==> config.mk <==
export PLATFORM = sky130hd
export DESIGN_NAME = sequence_resequencer_with_timeout_core
export DESIGN_NICKNAME = d
export VERILOG_FILES = /design/src/design/seqrs_pkg.sv /design/src/design/seqrs_alu.sv /design/src/design/sequence_resequencer_with_timeout_core.sv
export SDC_FILE = /design/constraint.sdc
export NUM_CORES = 1
export LEC_CHECK = 0
export ABC_CLOCK_PERIOD_IN_PS = 10900
export BUFFER_PORTS_ARGS = -buffer_cell sky130_fd_sc_hd__buf_4
export CAP_MARGIN = 20
export CORE_ASPECT_RATIO = 0.5
export CORE_MARGIN = 1.5
export CORE_UTILIZATION = 45
export CTS_BUF_LIST = sky130_fd_sc_hd__clkbuf_16
export DETAILED_ROUTE_END_ITERATION = 8
export PLACE_DENSITY = 0.71
export SYNTH_ARGS = -nofsm -noshare
export SYNTH_HDL_FRONTEND = slang
export SYNTH_HIERARCHICAL = 1
export SYNTH_SLANG_ARGS = --single-unit
==> constraint.sdc <==
create_clock -name i_clk -period 10.9 [get_ports i_clk]
set_clock_uncertainty 0.15 [all_clocks]
set_input_delay 1.09 -clock i_clk [delete_from_list [all_inputs] [get_ports i_clk]]
set_output_delay 1.09 -clock i_clk [all_outputs]
set_load 0.005 [all_outputs]
==> src/design/seqrs_pkg.sv <==
`timescale 1ns / 1ps
// shared types and codes for the sequence resequencer
// no dependencies

package seqrs_pkg;

    typedef enum logic [2:0] {
        ST_IDLE,
        ST_DECIDE,
        ST_ADV,
        ST_SKIP,
        ST_DRAIN_RD,
        ST_DRAIN_OUT
    } t_state;

    typedef enum logic [1:0] {
        STS_DELIVERED = 2'd0,
        STS_LATE      = 2'd1,
        STS_BEYOND    = 2'd2,
        STS_DUP       = 2'd3
    } t_status;

    typedef enum logic {
        ALU_SUB,
        ALU_INC
    } t_alu_op;

    typedef struct packed {
        logic [31:0] sum;
        logic        carry;
    } t_alu_res;

    typedef struct packed {
        logic        func;
        logic [31:0] seq_num;
        logic [31:0] payload_handle;
    } t_in_beat;

    typedef struct packed {
        t_status     status;
        logic [31:0] out_seq;
        logic [31:0] out_handle;
        logic        last;
    } t_out_beat;

endpackage

==> src/design/seqrs_alu.sv <==
`timescale 1ns / 1ps
// shared 32-bit adder: sequence minus expected, or expected plus one
// depends on seqrs_pkg

module seqrs_alu import seqrs_pkg::*; (
    input  t_alu_op     i_op,
    input  logic [31:0] i_seq,
    input  logic [31:0] i_exp,
    output t_alu_res    o_res
);

    logic [31:0] opa;
    logic [31:0] opb;
    logic [32:0] total;

    always_comb begin
        case (i_op)
            ALU_SUB: begin
                opa = i_seq;
                opb = ~i_exp;
            end
            ALU_INC: begin
                opa = i_exp;
                opb = '0;
            end
            default: begin
                opa = i_exp;
                opb = '0;
            end
        endcase
        // carry in of one serves both the two's complement and the increment
        total = {1'b0, opa} + {1'b0, opb} + 33'd1;
        o_res.sum   = total[31:0];
        o_res.carry = total[32];
    end

endmodule

==> src/design/sequence_resequencer_with_timeout_core.sv <==
`timescale 1ns / 1ps
// Resequencer: puts numbered messages back in order, holding early ones in a window of
// WINDOW slots, and skips a gap once the gap timer runs out. One item is handled at a time
// and the input is stalled meanwhile. An in-order arrival is decided, then the expected
// number advances, then each stored message drained behind it takes one memory read and
// one output beat. A timeout that skips steps over each missing number (up to WINDOW-1)
// and then drains the stored messages the same way. The design has one shared 32-bit adder
// that steps the expected number and a single read port on the handle memory. Every result
// beat also waits while the output is stalled. No clearing pass after reset; the gap
// timeout register resets to 1000.

module sequence_resequencer_with_timeout_core import seqrs_pkg::*; #(
    parameter int WINDOW = 16
) (
    input  logic      i_clk,
    input  logic      i_rst_n,
    input  logic      i_in_valid,
    output logic      o_in_stall,
    input  t_in_beat  i_in_data,
    output logic      o_out_valid,
    input  logic      i_out_stall,
    output t_out_beat o_out_data,
    input  logic      i_cfg_valid,
    output logic      o_cfg_ready,
    input  logic [15:0] i_cfg_data
);

    localparam int SW = $clog2(WINDOW);
    localparam logic [SW:0]   WIN_W     = (SW+1)'(WINDOW);
    localparam logic [SW-1:0] LAST_SLOT = SW'(WINDOW - 1);

    t_state           r_state, n_state;
    t_in_beat         r_item;
    logic [31:0]      r_exp, n_exp;
    logic [SW-1:0]    r_slot, n_slot;
    logic [WINDOW-1:0] r_valid, n_valid;
    logic [15:0]      r_count, n_count;
    logic             r_running, n_running;
    logic [15:0]      r_gap_ticks;
    logic             r_more, n_more;
    logic             r_out_valid, n_out_valid;
    t_out_beat        r_out, n_out;
    logic [31:0]      r_rd_handle;
    logic [31:0]      r_mem [WINDOW];

    t_alu_op          alu_op;
    t_alu_res         alu_res;
    logic             in_acc;
    logic             out_free;
    logic             out_load;
    logic [SW-1:0]    slot_nxt;
    logic [SW:0]      ins_sum;
    logic [SW-1:0]    slot_ins;
    logic             is_inorder, is_late, is_beyond, is_dup;
    logic [15:0]      cnt_inc;
    logic             expire;
    logic             store_any;
    logic             last_nxt;
    logic             mem_we;
    logic [WINDOW-1:0] valid_left;

    assign o_cfg_ready = 1'b1;
    assign o_in_stall  = (r_state != ST_IDLE);
    assign in_acc      = i_in_valid && !o_in_stall;
    assign o_out_valid = r_out_valid;
    assign o_out_data  = r_out;
    assign out_free    = !r_out_valid || !i_out_stall;

    assign alu_op = (r_state == ST_DECIDE) ? ALU_SUB : ALU_INC;

    seqrs_alu u_alu (
        .i_op  (alu_op),
        .i_seq (r_item.seq_num),
        .i_exp (r_exp),
        .o_res (alu_res)
    );

    // slot of an arriving number from the slot of the expected one
    always_comb begin
        ins_sum = {1'b0, r_slot} + {1'b0, alu_res.sum[SW-1:0]};
        if (ins_sum >= WIN_W) begin
            ins_sum = ins_sum - WIN_W;
        end
        slot_ins = ins_sum[SW-1:0];
    end

    assign slot_nxt   = (r_slot == LAST_SLOT) ? '0 : r_slot + SW'(1);
    assign is_inorder = (alu_res.sum == 32'd0);
    assign is_late    = !alu_res.carry;
    assign is_beyond  = alu_res.carry && (alu_res.sum >= 32'(WINDOW));
    assign is_dup     = r_valid[slot_ins];
    assign store_any  = |r_valid;
    assign last_nxt   = !r_valid[slot_nxt];
    assign cnt_inc    = (r_count != 16'hFFFF) ? r_count + 16'd1 : r_count;
    assign expire     = (cnt_inc >= r_gap_ticks);
    assign valid_left = r_valid & ~(WINDOW'(1) << r_slot);

    // next state
    always_comb begin
        n_state = r_state;
        case (r_state)
            ST_IDLE: begin
                if (in_acc) begin
                    n_state = ST_DECIDE;
                end
            end
            ST_DECIDE: begin
                if (!r_item.func) begin
                    if (is_inorder) begin
                        if (out_free) n_state = ST_ADV;
                    end else if (is_late || is_beyond || is_dup) begin
                        if (out_free) n_state = ST_IDLE;
                    end else begin
                        n_state = ST_IDLE;
                    end
                end else if (r_running && expire && store_any) begin
                    n_state = ST_SKIP;
                end else begin
                    n_state = ST_IDLE;
                end
            end
            ST_ADV: begin
                n_state = r_more ? ST_DRAIN_RD : ST_IDLE;
            end
            ST_SKIP: begin
                if (r_valid[r_slot]) n_state = ST_DRAIN_RD;
            end
            ST_DRAIN_RD: begin
                n_state = ST_DRAIN_OUT;
            end
            ST_DRAIN_OUT: begin
                if (out_free) n_state = last_nxt ? ST_IDLE : ST_DRAIN_RD;
            end
            default: n_state = ST_IDLE;
        endcase
    end

    // datapath next values
    always_comb begin
        n_exp     = r_exp;
        n_slot    = r_slot;
        n_valid   = r_valid;
        n_count   = r_count;
        n_running = r_running;
        n_more    = r_more;
        n_out     = r_out;
        out_load  = 1'b0;
        mem_we    = 1'b0;
        case (r_state)
            ST_DECIDE: begin
                if (!r_item.func) begin
                    n_out.out_seq    = r_item.seq_num;
                    n_out.out_handle = r_item.payload_handle;
                    n_out.last       = 1'b1;
                    n_out.status     = STS_DELIVERED;
                    if (is_inorder) begin
                        if (out_free) begin
                            out_load   = 1'b1;
                            n_out.last = last_nxt;
                            n_more     = !last_nxt;
                            n_count    = '0;
                            n_running  = 1'b1;
                        end
                    end else if (is_late) begin
                        out_load     = out_free;
                        n_out.status = STS_LATE;
                    end else if (is_beyond) begin
                        out_load     = out_free;
                        n_out.status = STS_BEYOND;
                    end else if (is_dup) begin
                        out_load     = out_free;
                        n_out.status = STS_DUP;
                    end else begin
                        mem_we            = 1'b1;
                        n_valid[slot_ins] = 1'b1;
                        if (!store_any) begin
                            n_count   = '0;
                            n_running = 1'b1;
                        end
                    end
                end else if (r_running) begin
                    n_count = cnt_inc;
                    if (expire) n_running = 1'b0;
                end
            end
            ST_ADV: begin
                n_exp  = alu_res.sum;
                n_slot = alu_res.carry ? '0 : slot_nxt;
            end
            ST_SKIP: begin
                if (!r_valid[r_slot]) begin
                    n_exp  = alu_res.sum;
                    n_slot = alu_res.carry ? '0 : slot_nxt;
                end
            end
            ST_DRAIN_OUT: begin
                if (out_free) begin
                    out_load         = 1'b1;
                    n_out.status     = STS_DELIVERED;
                    n_out.out_seq    = r_exp;
                    n_out.out_handle = r_rd_handle;
                    n_out.last       = last_nxt;
                    n_valid[r_slot]  = 1'b0;
                    n_exp            = alu_res.sum;
                    n_slot           = alu_res.carry ? '0 : slot_nxt;
                    // restart the timer while messages are still held
                    if (last_nxt && (|valid_left)) begin
                        n_count   = '0;
                        n_running = 1'b1;
                    end
                end
            end
            default: begin
            end
        endcase
        // a waiting beat keeps its payload
        if (!out_load) begin
            n_out = r_out;
        end
        n_out_valid = out_load || (r_out_valid && i_out_stall);
    end

    always_ff @(posedge i_clk) begin
        if (!i_rst_n) begin
            r_state     <= ST_IDLE;
            r_exp       <= '0;
            r_slot      <= '0;
            r_valid     <= '0;
            r_count     <= '0;
            r_running   <= 1'b0;
            r_more      <= 1'b0;
            r_out_valid <= 1'b0;
            r_gap_ticks <= 16'd1000;
        end else begin
            r_state     <= n_state;
            r_exp       <= n_exp;
            r_slot      <= n_slot;
            r_valid     <= n_valid;
            r_count     <= n_count;
            r_running   <= n_running;
            r_more      <= n_more;
            r_out_valid <= n_out_valid;
            if (i_cfg_valid && o_cfg_ready) begin
                r_gap_ticks <= i_cfg_data;
            end
        end
    end

    // payload registers
    always_ff @(posedge i_clk) begin
        if (in_acc) begin
            r_item <= i_in_data;
        end
        r_out <= n_out;
    end

    // handle store, one write and one registered read port
    always_ff @(posedge i_clk) begin
        if (mem_we) begin
            r_mem[slot_ins] <= r_item.payload_handle;
        end
        if (r_state == ST_DRAIN_RD) begin
            r_rd_handle <= r_mem[r_slot];
        end
    end

    a_drain_reads_held_slot: assert property (@(posedge i_clk) disable iff (!i_rst_n)
        (r_state == ST_DRAIN_RD) |-> r_valid[r_slot])
        else $error("drain read of an empty slot");

    a_no_overwrite_held_beat: assert property (@(posedge i_clk) disable iff (!i_rst_n)
        (r_out_valid && i_out_stall) |-> !out_load)
        else $error("result loaded over a stalled beat");

    a_slot_in_range: assert property (@(posedge i_clk) disable iff (!i_rst_n)
        r_slot <= LAST_SLOT)
        else $error("expected slot out of range");

    a_skip_needs_entries: assert property (@(posedge i_clk) disable iff (!i_rst_n)
        (r_state == ST_SKIP) |-> (|r_valid))
        else $error("gap skip with an empty store");

endmodule
==> impl_metrics.env <==
export IMPL_outcome="finished with violations"
export IMPL_violations="DRC"
export IMPL_synthFlopType="edfxtp_1"
export IMPL_dp_hpwl_mm=46.6
export IMPL_final_hold_viol_count=0
export IMPL_postSynthAreaPerCell_um2=15.5
export IMPL_cp_data_arrival_time_ns=7.78
export IMPL_fill_cells=5674
export IMPL_start_util_pct=45.7
export IMPL_yosysWarnings=6
export IMPL_grt_pass1_wl_mm=114
export IMPL_cp_slowest_stage_delay_ns=0.97
export IMPL_grt_antenna_before_repair=1
export IMPL_maxCapViolations=0
export IMPL_clock_path_buffers=3
export IMPL_synth_edff_count=676
export IMPL_n_antenna_cell=0
export IMPL_ys_seq_area_share_pct=67.7
export IMPL_cts_hold_buf=0
export IMPL_coreArea_mm2=0.0714
export IMPL_hp_class="reg -> reg"
export IMPL_p_leak_nw=12.7
export IMPL_slew_violations=0
export IMPL_design_area_mm2=0.0373
export IMPL_grt_pass1_vias=18100
export IMPL_clock_latency_ns=0.62
export IMPL_hold_path_cell_count=2
export IMPL_reg2reg_to="r_mem[15][10]"
export IMPL_cts_num_sinks=766
export IMPL_final_cell_mix="edfxtp_1, nand2_1, mux4_2"
export IMPL_grt_overflow_total=0
export IMPL_grt_setup_unrepaired="false"
export IMPL_reg2reg_from="r_state[0]"
export IMPL_drive_above_1_share_pct=22.7
export IMPL_setup_tns_ns=0
export IMPL_grt_max_degree=117
export IMPL_synth_area_mm2=0.0326
export IMPL_wl_met1_mm=32.5
export IMPL_route_met2_wl_mm=35.3
export IMPL_postCtsSetupBuffers=0
export IMPL_r2r_worst_path_cells=21
export IMPL_slowest_stage="nor2_4"
export IMPL_netlist_instances=2108
export IMPL_initialDrtViolationCount=2105
export IMPL_tightest_slew_ns=1.11
export IMPL_cts_tree="yes"
export IMPL_die_w_um=384
export IMPL_timing_hold_ws_ns=0.336
export IMPL_drt_total_wl_mm=76.4
export IMPL_final_nets=2398
export IMPL_gp_congestion=0.872
export IMPL_slew_headroom_pct=26.2
export IMPL_async_flop_share_pct=0
export IMPL_holdPathEnd="r_exp[27]"
export IMPL_critPathCaptureType="flip-flop"
export IMPL_route_detailed_drc=6
export IMPL_syn_to_final_growth_pct=14.2
export IMPL_max_vdd_ir_drop_mv=0.106
export IMPL_power_density_mw_per_mm2=160
export IMPL_wl_met3_mm=7.06
export IMPL_fin_cells=3260
export IMPL_layout_min_cycle_time_ns=7.70
export IMPL_crit_path_cell_trace="nor3b_1 > inv_2 > buf_4 > mux2i_1 > ha_1 > inv_1 > fa_1 > a211o_1 > a211o_1 > a2111oi_4 > o21ba_2 > o21bai_1 > a21oi_1 > xnor2_1 > nor4_1 > nand3_1 > nor3_2 > nand2_1 > nor4_4 > nand3_1 > nor2_4"
export IMPL_cts_reportedPaths_clkPinSlew_ns=0.06
export IMPL_drtPass1Iterations=8
export IMPL_post_route_period_util_pct=70.6
export IMPL_portBuffers=154
export IMPL_routed_top_layer="met4"
export IMPL_seqCellArea_mm2=0.0221
export IMPL_vias_per_cell=5.80
export IMPL_wl_per_cell_um=23.4
export IMPL_dp_cells=3128
export IMPL_cp_required_ns=10.98
export IMPL_cts_root_buf="clkbuf_16"
export IMPL_finalSetupViolCount=0
export IMPL_vias=18900
export IMPL_layout_commonest_cell="edfxtp_1"
export IMPL_hp_start="r_exp[27]"
export IMPL_dieArea_mm2=0.0742
export IMPL_cts_inserted_buffers=69
export IMPL_multi_input_area_mm2=0.0101
export IMPL_path_class="reg -> reg"
export IMPL_die_y_um=193
export IMPL_rows=69
export IMPL_cts_htree_levels=3
export IMPL_synth_seq_cells=766
export IMPL_syn_num_nets=2254
export IMPL_synth_distinct_cells=80
export IMPL_r2r_slack_ns=3.20
export IMPL_fmaxAchievable_mhz=130
export IMPL_track_usage_pct=20.4
export IMPL_cp_max_fo=64
export IMPL_antenna_left=0
export IMPL_ios=156
export IMPL_placed_area_mm2=0.0348
export IMPL_cts_resized=0
export IMPL_start_kind="flip-flop"
==> cell type report <==
| class | count | area share, % |
|---|---|---|
| flip-flops and latches | 766 | 59.3 |
| repair buffers | 179 | 4.13 |
| inverters | 33 | 0.332 |
| clock inverters | 51 | 1.10 |
| multi-input cells | 1203 | 27.2 |
| well taps | 958 | 3.22 |
| clock buffers | 70 | 4.70 |
==> synth_stat cells, drive strengths merged, types with 3 or more instances <==
master  instances  area [µm²]
nand3b          5        37.5
o21bai          5        37.5
buf            35         171
nand4           7        43.8
o211ai         18         140
nor2          106         398
ha             58         726
o221ai          3        26.3
mux2           34         383
edfxtp        676       20300
nor3           16        96.4
o21ai          79         395
nand3          79         400
or3             4        25.0
mux4          170        3830
or2             4        25.0
xor2           15         131
a221oi          3        26.3
nor2b           5        31.3
and4            3        26.3
nand2         329        1230
a211o           3        26.3
a21oi          61         320
nand2b         13        81.3
a211oi          4        30.0
a31oi          12        75.1
a21o           17         130
o31ai           5        37.5
o22ai           6        37.5
clkbuf         71         267
a31o            3        26.3
mux2i          28         280
nor4b           4        35.0
inv            33         124
and3           11        68.8
a221o           3        30.0
o21a            5        37.5
dfxtp          90        1800
nor4           13         103
nor3b           7        52.6
xnor2          28         245
and2            9        58.8
==> worst max-delay path by stage <==
| stage | startpoint | end | slack, ns | cells past startpoint |
|---|---|---|---|---|
| 6_report | r_state[0] | r_mem[15][10] | 3.20 | 21 |
| 5_1_grt | r_state[0] | r_mem[15][31] | 2.70 | 21 |
| 4_1_cts | r_state[0] | r_mem[3][28] | 3.26 | 21 |
| 3_5_place_dp | r_state[0] | r_mem[5][27] | 3.32 | 21 |
| 3_3_place_gp | r_state[0] | r_mem[15][9] | 3.48 | 21 |
| 2_1_floorplan | r_state[0] | o_out_data[0] | 0.94 | 22 |
==> where the power goes <==
group / internal, mW / total [mW] / switching (mW)
Combinational: 0.114 / 0.298 / 0.184
Clock: 1.30 / 2.38 / 1.08
Sequential: 3.23 / 3.28 / 0.0534
Total: 4.64 / 5.96 / 1.32
==> flip-flops by register name, indices dropped and copies added, names as in the netlist <==
| name | flops |
|---|---|
| o_out_valid | 1 |
| r_more | 1 |
| r_state | 3 |
| r_exp | 32 |
| r_rd_handle | 32 |
| r_slot | 4 |
| r_running | 1 |
| r_valid | 16 |
| r_count | 16 |
| r_item | 65 |
| r_mem | 512 |
| o_out_data | 67 |
| r_gap_ticks | 16 |
==> cell families after synthesis <==
family / after synthesis / synth area share, %
adders and majority gates: 60 / 2.35
xor gates and xnor gates: 43 / 1.15
muxes: 232 / 13.8
AOI/OAI and AO/OA: 247 / 4.82
DFF: 766 / 67.7
other: 1 / 0.0115
buffers and inverters: 139 / 1.72
and+or+nand+nor: 620 / 8.46
==> stage by stage <==
stage	utilization, %	total power, mW	setup slack [ns]
6_report	52.2	5.96	3.20
5_1_grt	52.2	6.13	2.70
4_1_cts	51.8	5.99	3.26
3_5_place_dp	48.8	3.64	3.32
3_3_place_gp	48.8	3.63	3.48
2_1_floorplan	-	3.51	0.945
==> metal layers <==
layer | vias up | GRT usage (%)
met4 | 0 | 5.18
met5 | - | 0
met1 | 9529 | 30.0
li1 | 8433 | -
met3 | 97 | 4.70
met2 | 840 | 30.9
==> critical path: cells and delay by family, from the launching register on <==
kind | cells | cell delay [ns]
simple gates | 8 | 3.58
compound gates | 6 | 1.64
fa+ha+maj | 2 | 0.61
flops | 1 | 0.46
buf+inv | 3 | 0.44
mux | 1 | 0.24
xor+xnor | 1 | 0.11
Power figures use the tool's default switching activity.
